## src/rtl/core/pfb_pkg.sv

```systemverilog
// Shared types, panel geometry and the 5x7 font table of the page frame buffer drawer.
// Used by the controller, the datapath and the top level.
// Depends on nothing.
`timescale 1ns / 1ps

package pfb_pkg;

   // Panel geometry; the frame store holds one byte per column per 8-row page.
   localparam int PANEL_WIDTH  = 128;
   localparam int PANEL_HEIGHT = 64;
   localparam int PAGE_COUNT   = (PANEL_HEIGHT + 7) / 8;
   localparam int STORE_BYTES  = PANEL_WIDTH * PAGE_COUNT;
   localparam int ADDR_W       = $clog2(STORE_BYTES);
   localparam int PAGE_W       = 5;
   localparam int IDX_W        = 14;

   // Font geometry and the character range held in the font table.
   localparam int GLYPH_COLS    = 5;
   localparam int GLYPH_ROWS    = 7;
   localparam int GLYPH_FIRST   = 32;
   localparam int GLYPH_LAST    = 90;
   localparam int LOWER_FIRST   = 97;
   localparam int LOWER_LAST    = 122;
   localparam int FALLBACK_CODE = 63;

   // Command codes carried in req_type.
   typedef enum logic [1:0] {
      OP_CLEAR = 2'd0,
      OP_CHAR  = 2'd1,
      OP_BAR   = 2'd2,
      OP_READ  = 2'd3
   } op_type;

   // Commands from the controller to the datapath.
   typedef struct packed {
      logic load;
      logic sweep_init;
      logic sweep_step;
      logic mem_rd;
      logic rd_sel_index;
      logic rmw_wr;
      logic result_load;
   } pfb_cmd_type;

   // Status from the datapath to the controller.
   typedef struct packed {
      op_type op;
      logic   empty;
      logic   sweep_last;
      logic   rmw_last;
   } pfb_stat_type;

   // Maps a character code to its font table row. Lowercase folds to uppercase and
   // anything without a glyph of its own draws the question mark.
   function automatic logic [5:0] pfb_fold(input logic [7:0] code);
      logic [7:0] row;
      if (code >= 8'(GLYPH_FIRST) && code <= 8'(GLYPH_LAST)) begin
         row = code - 8'(GLYPH_FIRST);
      end else if (code >= 8'(LOWER_FIRST) && code <= 8'(LOWER_LAST)) begin
         row = code - 8'(LOWER_FIRST) + 8'(GLYPH_LAST - 25 - GLYPH_FIRST);
      end else begin
         row = 8'(FALLBACK_CODE - GLYPH_FIRST);
      end
      return row[5:0];
   endfunction

   // Font table. Columns read left to right from the most significant byte,
   // and bit 0 of each column is the top row.
   function automatic logic [39:0] pfb_glyph(input logic [5:0] row);
      logic [39:0] bits;
      case (row)
         6'd0:  bits = 40'h00_00_00_00_00;
         6'd1:  bits = 40'h00_00_5F_00_00;
         6'd2:  bits = 40'h00_07_00_07_00;
         6'd3:  bits = 40'h14_7F_14_7F_14;
         6'd4:  bits = 40'h24_2A_7F_2A_12;
         6'd5:  bits = 40'h23_13_08_64_62;
         6'd6:  bits = 40'h36_49_55_22_50;
         6'd7:  bits = 40'h00_05_03_00_00;
         6'd8:  bits = 40'h00_1C_22_41_00;
         6'd9:  bits = 40'h00_41_22_1C_00;
         6'd10: bits = 40'h08_2A_1C_2A_08;
         6'd11: bits = 40'h08_08_3E_08_08;
         6'd12: bits = 40'h00_50_30_00_00;
         6'd13: bits = 40'h08_08_08_08_08;
         6'd14: bits = 40'h00_60_60_00_00;
         6'd15: bits = 40'h20_10_08_04_02;
         6'd16: bits = 40'h3E_51_49_45_3E;
         6'd17: bits = 40'h00_42_7F_40_00;
         6'd18: bits = 40'h42_61_51_49_46;
         6'd19: bits = 40'h21_41_45_4B_31;
         6'd20: bits = 40'h18_14_12_7F_10;
         6'd21: bits = 40'h27_45_45_45_39;
         6'd22: bits = 40'h3C_4A_49_49_30;
         6'd23: bits = 40'h01_71_09_05_03;
         6'd24: bits = 40'h36_49_49_49_36;
         6'd25: bits = 40'h06_49_49_29_1E;
         6'd26: bits = 40'h00_36_36_00_00;
         6'd27: bits = 40'h00_56_36_00_00;
         6'd28: bits = 40'h00_08_14_22_41;
         6'd29: bits = 40'h14_14_14_14_14;
         6'd30: bits = 40'h41_22_14_08_00;
         6'd31: bits = 40'h02_01_51_09_06;
         6'd32: bits = 40'h32_49_79_41_3E;
         6'd33: bits = 40'h7E_11_11_11_7E;
         6'd34: bits = 40'h7F_49_49_49_36;
         6'd35: bits = 40'h3E_41_41_41_22;
         6'd36: bits = 40'h7F_41_41_22_1C;
         6'd37: bits = 40'h7F_49_49_49_41;
         6'd38: bits = 40'h7F_09_09_01_01;
         6'd39: bits = 40'h3E_41_41_51_32;
         6'd40: bits = 40'h7F_08_08_08_7F;
         6'd41: bits = 40'h00_41_7F_41_00;
         6'd42: bits = 40'h20_40_41_3F_01;
         6'd43: bits = 40'h7F_08_14_22_41;
         6'd44: bits = 40'h7F_40_40_40_40;
         6'd45: bits = 40'h7F_02_04_02_7F;
         6'd46: bits = 40'h7F_04_08_10_7F;
         6'd47: bits = 40'h3E_41_41_41_3E;
         6'd48: bits = 40'h7F_09_09_09_06;
         6'd49: bits = 40'h3E_41_51_21_5E;
         6'd50: bits = 40'h7F_09_19_29_46;
         6'd51: bits = 40'h46_49_49_49_31;
         6'd52: bits = 40'h01_01_7F_01_01;
         6'd53: bits = 40'h3F_40_40_40_3F;
         6'd54: bits = 40'h1F_20_40_20_1F;
         6'd55: bits = 40'h7F_20_18_20_7F;
         6'd56: bits = 40'h63_14_08_14_63;
         6'd57: bits = 40'h03_04_78_04_03;
         6'd58: bits = 40'h61_51_49_45_43;
         default: bits = 40'h00_00_00_00_00;
      endcase
      return bits;
   endfunction

endpackage

```

## src/rtl/core/pfb_ctrl.sv

```systemverilog
// Controller of the page frame buffer drawer: sequences clearing sweeps, byte
// read-modify-write passes and store reads, and owns the result valid flag.
// Depends on pfb_pkg.
`timescale 1ns / 1ps

module pfb_ctrl import pfb_pkg::*; (
   input  logic         clock,
   input  logic         reset,
   input  logic         req_valid,
   output logic         req_ready,
   output logic         rsp_valid,
   input  logic         rsp_ready,
   output pfb_cmd_type  cmd,
   input  pfb_stat_type stat
);

   typedef enum logic [2:0] {
      ST_INIT,
      ST_IDLE,
      ST_DISPATCH,
      ST_SWEEP,
      ST_RMW_RD,
      ST_RMW_WR,
      ST_DONE
   } state_type;

   state_type state_ff, state_in;
   logic      rsp_valid_ff, rsp_valid_in;
   logic      slot_free;

   // Decode commands and the next state.
   always_comb begin
      slot_free    = !rsp_valid_ff || rsp_ready;
      cmd          = '0;
      state_in     = state_ff;
      rsp_valid_in = rsp_valid_ff && !rsp_ready;
      case (state_ff)
         ST_INIT: begin
            cmd.sweep_step = 1'b1;
            if (stat.sweep_last) begin
               state_in = ST_IDLE;
            end
         end
         ST_IDLE: begin
            if (req_valid) begin
               cmd.load = 1'b1;
               state_in = ST_DISPATCH;
            end
         end
         ST_DISPATCH: begin
            case (stat.op)
               OP_CLEAR: begin
                  cmd.sweep_init = 1'b1;
                  state_in       = ST_SWEEP;
               end
               OP_READ: begin
                  cmd.mem_rd       = 1'b1;
                  cmd.rd_sel_index = 1'b1;
                  state_in         = ST_DONE;
               end
               default: begin
                  state_in = stat.empty ? ST_DONE : ST_RMW_RD;
               end
            endcase
         end
         ST_SWEEP: begin
            cmd.sweep_step = 1'b1;
            if (stat.sweep_last) begin
               state_in = ST_DONE;
            end
         end
         ST_RMW_RD: begin
            cmd.mem_rd = 1'b1;
            state_in   = ST_RMW_WR;
         end
         ST_RMW_WR: begin
            cmd.rmw_wr = 1'b1;
            state_in   = stat.rmw_last ? ST_DONE : ST_RMW_RD;
         end
         ST_DONE: begin
            if (slot_free) begin
               cmd.result_load = 1'b1;
               rsp_valid_in    = 1'b1;
               state_in        = ST_IDLE;
            end
         end
         default: begin
            state_in = ST_IDLE;
         end
      endcase
   end

   // State and the result valid flag.
   always_ff @(posedge clock) begin
      if (reset) begin
         state_ff     <= ST_INIT;
         rsp_valid_ff <= 1'b0;
      end else begin
         state_ff     <= state_in;
         rsp_valid_ff <= rsp_valid_in;
      end
   end

   assign req_ready = (state_ff == ST_IDLE);
   assign rsp_valid = rsp_valid_ff;

endmodule

```

## config.mk

```make
export PLATFORM = sky130hd
export DESIGN_NAME = pfb_ctrl
export DESIGN_NICKNAME = d
export VERILOG_FILES = /design/src/rtl/core/pfb_pkg.sv /design/src/rtl/core/pfb_ctrl.sv
export SDC_FILE = /design/constraint.sdc
export NUM_CORES = 1
export LEC_CHECK = 0
export ABC_AREA = 1
export ABC_CLOCK_PERIOD_IN_PS = 1500
export BUFFER_PORTS_ARGS = -buffer_cell sky130_fd_sc_hd__buf_4
export CORE_AREA = 2 2 39 41
export DETAILED_ROUTE_END_ITERATION = 6
export DIE_AREA = 0 0 41 43
export PLACE_DENSITY = 0.58
export SLEW_MARGIN = 10
export SYNTH_ARGS = -nofsm -noshare
export SYNTH_HDL_FRONTEND = slang
export SYNTH_SLANG_ARGS = --single-unit
```

## constraint.sdc

```tcl
create_clock -name clock -period 1.5 [get_ports clock]
set_clock_uncertainty 0.1 [all_clocks]
set_input_delay 0.3 -clock clock [delete_from_list [all_inputs] [get_ports clock]]
set_output_delay 0.3 -clock clock [all_outputs]
set_load 0.02 [all_outputs]
```

Yosys cells after proc, flatten, opt, wreduce, memory -nomap -nowiden
Cells that the tools add are included.
W data, S select, Z words.
{"block": "classes", "mux": 21, "n_eq_ne": 11, "n_reduce_logical": 8}
{"cell": "$pmux W3 S7", "count": 1}
{"cell": "$mux W3", "count": 4}
{"cell": "$mux W1", "count": 11}
{"cell": "$eq A3 B3 Y1 const B", "count": 3}
{"cell": "$ne A2 B2 Y1 const B", "count": 4}
{"cell": "$eq A3 B2 Y1 const B", "count": 2}
{"cell": "$mux W2", "count": 3}
{"cell": "$pmux W3 S2", "count": 1}
{"cell": "$reduce_and A4 Y1", "count": 1}
{"cell": "$eq A3 B1 Y1 const B", "count": 1}
{"cell": "$logic_not A3 Y1", "count": 1}
{"cell": "$eq A2 B2 Y1 const B", "count": 1}
{"cell": "$logic_not A1 Y1", "count": 2}
{"cell": "$logic_not A2 Y1", "count": 1}
{"cell": "$pmux W1 S2", "count": 1}
{"cell": "$reduce_or A2 Y1", "count": 1}
{"cell": "$logic_and A1 B1 Y1", "count": 1}
{"cell": "$logic_or A1 B1 Y1", "count": 1}
{"block": "word_totals", "ff_bits": 4, "word_cells": 42, "in_bits": 9}

Logic depth before layout (Yosys ltp)
Gate-level depths: netlist of the first run.
{"block": "logic_depth", "ltp_word": 4, "depth_mapped": 8, "mapped_depth_nobuf": 7}

Worst setup path after synthesis of the first run
OpenSTA, ideal clock, no wires.
{"block": "synth_timing", "path_type": "reg2out", "from": "register state_ff[0]", "to": "output cmd[4] (netlist bit)", "required_ns": 1.100, "n_path_buf": 1, "arrival_ns": 1.028, "stages_incl_launch_ff": 5, "setup_slack_ns": 0.072, "path_cell_list": "dfxtp_1 -> buf_6 -> inv_4 -> nor2_1 -> nor3_1"}
{"item": "start: declaration", "line_no": "pfb_ctrl.sv:27", "rtl": "state_type state_ff, state_in;"}
{"item": "start signal: assignment", "line_no": "pfb_ctrl.sv:99", "rtl": "state_ff <= state_in;"}
{"item": "end: declaration", "line_no": "pfb_ctrl.sv:13", "rtl": "output pfb_cmd_type cmd,"}

==> results.txt, run 1 <==
EDFF count, synth -> 0
peak supply drop -> 475.6 uV
HP Start -> reset
Slew @ Worst Pin -> 0.2205 ns
crit-path max FO -> 5
final-report hold violation count -> 0
clk buf depth -> 2
CP bufs+invs -> 3
CTS tree -> built
Clock Latency Late Sink -> 0.23 ns
pin count of the biggest net entering global routing -> 8
# fillers -> 155
GRT Total Usage -> 11.65%
dominant synthesized flop cell -> dfxtp_1
Setup crit start kind -> flop
average cell area after synthesis -> 6.093 sq um
Top delay family on crit path -> flip-flops
placer congestion estimate -> 0.7965
area grow syn2layout -> 62.50%
WS Path Type -> flop to output port
vias in the first global route -> 397
#FFs+latches synth -> 4
share of layout cells above drive strength 1 -> 47.87%
sequential cell area -> 88.84 sq um
DR DRC count -> 0
CTS Sinks -> 4
worst setup margin -> -0.001436 ns
max-cap viol count -> 0
Commonest cells post-synth -> inv_1 (15), nand2_1 (14), nor2_1 (10)
Yosys warning count -> 0
Post-synth ARST share -> 0%
number of nets with antenna violations after routing -> 0
Die Y-Extent -> 43 um
status -> finished, violations left
IO Pins -> 18
clk slew on worst S/H paths -> 0.04 ns
Worst Path Required -> 1.10 ns
placed inst area -> 564.3 sq um
max_slew headroom -> 85.15%
Yosys cell types -> 20
Initial Utilization -> 30.38%
syn_nets -> 81
Routed WL -> 1019 um
post-synth top area share -> 19.05%
vias -> 495
CP max-delay cell -> dfxtp_4
antenna violations before repair -> 0
PortBufs -> 17
worst r2r src -> state_ff[2]
cell taking the most area after synthesis -> dfxtp_1
period utilization -> 100.1%
CP endpoint kind -> output port
Hold Crit Class -> input port to flop
top post-synthesis cells by area -> dfxtp_1 (19%), inv_1 (13%), nand2_1 (13%)
Finished Cell Area -> 683.2 sq um
leakage -> 0.3767 nW
failing checks -> negative setup slack
CP max stage delay -> 0.36 ns
Die Area -> 1763 sq um
DR iter-0 viols -> 6
Gate Count Post-Synth -> 69
drt first pass iters -> 4
# nets final -> 108
die width -> 41 um
PD cells -> 1218 nW/um^2
total power -> 832.4 uW
# H-tree levels -> 1
sequential fraction of the synthesis area -> 19.05%
core area -> 1384 sq um
crit path launch -> state_ff[2]
Num CTS Buffers -> 3
post-synthesis cell area -> 420.4 sq um
crit path time final -> 1.501 ns
multi-input gate area in the final layout -> 295.3 sq um
top-count cell post-synth -> inv_1
hpwl dp -> 768.3 um
Final Setup Violations -> 1
Crit path arrival time -> 1.10 ns
Root Buffer -> clkbuf_4
grt ovf -> 0
via-per-instance ratio -> 4.500
crit path cell chain -> inv_4 -> nand2_2 -> inv_2 -> nand2_4 -> o22ai_2 -> buf_6
# rows -> 14
first-pass GRT wire length -> 1428 um
RSZ-0062 raised after global routing -> true
fmax -> 0.6660 GHz
max-slew violation count -> 0
wire length per cell -> 9.264 um
Ant. Diodes -> 0
==> per-layer routing <==
metal	up-vias	wire [um]	track usage, %
li1	263	-	-
met1	220	423	13.50
met2	10	547	18.75
met3	2	31	1.571
met4	0	16	7.333
met5	-	0	0
==> timing repair <==
| item | in CTS | in global routing |
|---|---|---|
| buffers inserted | 2 | 3 |
| endpoints found under the setup margin | 4 | 7 |
| gates cloned | 0 | 0 |
| resized for setup | 4 | 14 |
| pin swaps | 0 | 3 |
| hold endpoints to repair | 0 | 0 |
| hold buffers | 0 | 0 |
==> final cells by class <==
type                            instances  area share, %
Multi-Input combinational cell         46          43.22
Tap cell                               16          2.930
Inverter                               18          10.62
Timing Repair Buffer                   23          26.92
Sequential cell                         4          13.00
Clock buffer                            3          3.297
==> layout by cell type (no fill, tap or decap), types with 2 or more instances in the layout <==
cell      netlist  final
buf_4           0     20
inv_1          15     14
nand2_1        14     12
nor2_1         10      9
a21oi_1         3      3
nand3_1         3      3
ha_1            3      3
clkbuf_4        0      3
buf_6           1      3
inv_2           2      2
inv_4           1      2
nand3_2         3      2
nor2_4          1      2
nand4_1         2      2
dfxtp_4         0      2
==> where the power goes <==
group | internal, mW | switching (mW)
logic | 0.237 | 0.294
registers | 0.137 | 0.0338
clock network | 0.0893 | 0.0417
==> kinds of logic (layout without fill, tap and decap cells) <==
group | count (synthesis) | in the layout | synth area share (%)
simple gates | 35 | 35 | 40.48
buf+inv | 19 | 44 | 19.35
compound gates | 8 | 8 | 12.20
flops | 4 | 4 | 19.05
fa+ha+maj | 3 | 3 | 8.930
==> worst paths after layout <==
path	endpoint	slack [ns]	depth (start not counted)
setup / recovery	cmd[3]	-0.001	6
hold / removal	state_ff[2]	0.14	2
setup reg to reg	state_ff[1]	0.20	9
hold reg to reg	rsp_valid	0.49	2
==> worst reg2reg max path: stages, from the launching register on <==
cell and delay, ns:
dfxtp_4 0.38, inv_4 0.05, nand2_2 0.07, inv_2 0.05
buf_4 0.12, buf_4 0.12, o21ai_2 0.04, nand2_1 0.06
a21oi_1 0.14, nor2_1 0.05
==> through the flow <==
step / utilization (%) / instances / hold slack (ns) / setup WS, ns / setup TNS (ns)
floorplan: - / 69 / 0.2624 / 0.07207 / 0
global placement: 40.78 / 102 / 0.3915 / 0.1350 / 0
detailed placement: 40.78 / 102 / 0.3859 / 0.1025 / 0
CTS: 43.76 / 107 / 0.1349 / -0.01492 / -0.01492
global route: 49.37 / 110 / 0.1417 / -0.04511 / -0.1578
finish: 49.37 / 110 / 0.1394 / -0.001436 / -0.001436
==> flip-flops by register name, indices dropped and copies added, names as in the netlist <==
register and cells:
state_ff 3, rsp_valid 1
Power figures use the tool's default switching activity.
==> run 2: changes to the inputs <==
- SETUP_SLACK_MARGIN: not set -> 0.5
==> results.txt, run 2 (synthesis gave the netlist of run 1 again) <==
vias in the first global route -> 465 (+17%)
Crit path arrival time -> 1.13 ns (+0.03 ns)
wire length per cell -> 10.06 um (+8.6%)
CP max-delay cell -> dfxtp_4
Setup crit start kind -> flop
CTS Sinks -> 4 (unchanged)
number of flip-flops in the largest register -> 3 (unchanged)
CTS tree -> built
total power -> 1.092 mW (+31%)
Root Buffer -> clkbuf_4
placed inst area -> 648.1 sq um (+15%)
drt first pass iters -> 4 (unchanged)
share of layout cells above drive strength 1 -> 65.00% (+17 points)
crit path cell chain -> inv_6 -> nand2_2 -> o22ai_4 -> buf_6
area grow syn2layout -> 107.7%
CP endpoint kind -> output port
cts hold-fix bufs -> 0 (unchanged)
Num CTS Buffers -> 3 (unchanged)
# H-tree levels -> 1 (unchanged)
fmax -> 0.6543 GHz (-1.8%)
worst reg2reg endpoint -> state_ff[0]
antenna violations before repair -> 0 (unchanged)
setup_tns -> -0.04716 ns (-0.04572 ns)
highest-count cells in the layout ignoring fill and taps -> buf_4 (17), inv_1 (12), buf_6 (11)
most common cell after layout, fill and taps aside -> buf_4
period utilization -> 101.9% (+1.8 points)
Routed WL -> 1167 um (+15%)
peak supply drop -> 657.7 uV (+38%)
max_slew headroom -> 88.08% (+2.9 points)
# rows -> 14 (unchanged)
IO Pins -> 18 (unchanged)
crit path time final -> 1.528 ns (+0.02691 ns)
Initial Utilization -> 30.38% (unchanged)
share of total power in the clock network -> 13.8% (-1.9 points)
hold_ws -> 0.1279 ns (-0.01151 ns)
CP endpoint -> cmd[3]
Internal -> 594.3 uW (+28%)
Clock Latency Late Sink -> 0.24 ns (about the same)
CP max stage delay -> 0.39 ns (+0.03 ns)
switching power -> 497.4 uW (+35%)
failing checks -> negative setup slack
vias -> 507 (+2.4%)
hpwl dp -> 796.4 um (+3.7%)
PD cells -> 1250 nW/um^2 (+2.6%)
first-pass GRT wire length -> 1842 um (+29%)
crit-path max FO -> 5 (unchanged)
clk slew on worst S/H paths -> 0.05 ns (about the same)
RSZ-0062 raised after global routing -> true
Die Y-Extent -> 43 um (unchanged)
core area -> 1384 sq um (unchanged)
number of nets with antenna violations after routing -> 0 (unchanged)
share of the core filled with cells -> 63.11% (+14 points)
DR DRC count -> 0 (unchanged)
Top reg by flops -> state_ff
# nets final -> 113 (+4.6%)
Net Sw Frac -> 45.56% (+1.2 points)
WS Path Type -> flop to output port
Slew @ Worst Pin -> 0.1786 ns (-0.04190 ns)
FF-to-FF path depth -> 8 (-1)
final-report hold violation count -> 0 (unchanged)
pin count of the biggest net entering global routing -> 8 (unchanged)
clk buf depth -> 2 (unchanged)
max-cap viol count -> 0 (unchanged)
leakage -> 0.4228 nW (+12%)
Gate power share -> 67.2% (+3.5 points)
status -> finished, violations left
DR iter-0 viols -> 7 (+1)
via-per-instance ratio -> 4.371 (-2.9%)
Flop pwr share -> 19.0% (-1.5 points)
max-slew violation count -> 0 (unchanged)
Die Area -> 1763 sq um (unchanged)
crit path launch -> state_ff[1]
worst r2r src -> state_ff[2]
placer congestion estimate -> 0.7623 (-4.3%)
PortBufs -> 17 (unchanged)
Hold Crit Class -> input port to flop
worst setup margin -> -0.02835 ns (-0.02691 ns)
Ant. Diodes -> 0 (unchanged)
reg2reg setup slack -> 0.21 ns (about the same)
Final Setup Violations -> 2 (+1)
Finished Cell Area -> 873.3 sq um (+28%)
grt ovf -> 0 (unchanged)
Worst Path Required -> 1.10 ns (about the same)
die width -> 41 um (unchanged)
GRT Total Usage -> 14.96% (+3.3 points)
[run 2: power groups by stage]
stage	sequential (mW)	clock, mW	combinational [mW]
2_1_floorplan	0.161	0	0.414
3_3_place_gp	0.206	0	0.478
3_5_place_dp	0.204	0	0.481
4_1_cts	0.197	0.160	0.613
5_1_grt	0.212	0.172	0.803
6_report	0.207	0.151	0.734
[run 2: worst max-delay path, delay by kind of cell, from the launching register on]
kind,cells,cell delay [ns]
AO/OA/AOI/OAI,1,0.17
flip-flops,1,0.39
AND/OR/NAND/NOR,1,0.11
buffers and inverters,2,0.22
[run 2: through the flow]
stage                     worst slack, ns  instances
final                            -0.02835        116
after global routing             -0.08438        116
after floorplan                    0.2684         69
after global placement             0.1296        101
after CTS                        -0.02486        111
after detailed placement           0.1079        101
[run 2: layer usage]
metal | vias to the layer above | routed length (um) | global-route usage, %
met3 | 0 | 66 | 6.283
met5 | - | 0 | 0
li1 | 280 | - | -
met2 | 16 | 564 | 20.94
met1 | 211 | 536 | 19.94
met4 | 0 | 0 | 5.333
[run 2: worst min path at each step]
stage | cells after the start | to | slack (ns) | from
after CTS | 2 | state_ff[2] | 0.11 | reset
final | 2 | state_ff[2] | 0.13 | reset
after global routing | 2 | state_ff[2] | 0.11 | reset
after floorplan | 1 | state_ff[2] | 0.25 | reset
after global placement | 2 | state_ff[2] | 0.38 | reset
after detailed placement | 2 | state_ff[2] | 0.38 | reset
[run 2: final cells by class]
cell class              instances  area, sq um
clock buffers                   4        26.28
fillers                       120        510.5
well taps                      16        20.02
repair buffers                 28        251.5
inverters                      18        87.58
multi-input cells              46        395.4
flip-flops and latches          4        92.59
[run 2: repair_timing]
| item | CTS | global route |
|---|---|---|
| endpoints found under the setup margin | 12 | 12 |
| buffers inserted | 6 | 5 |
| gates resized for setup | 19 | 14 |
| pin swaps | 4 | 9 |
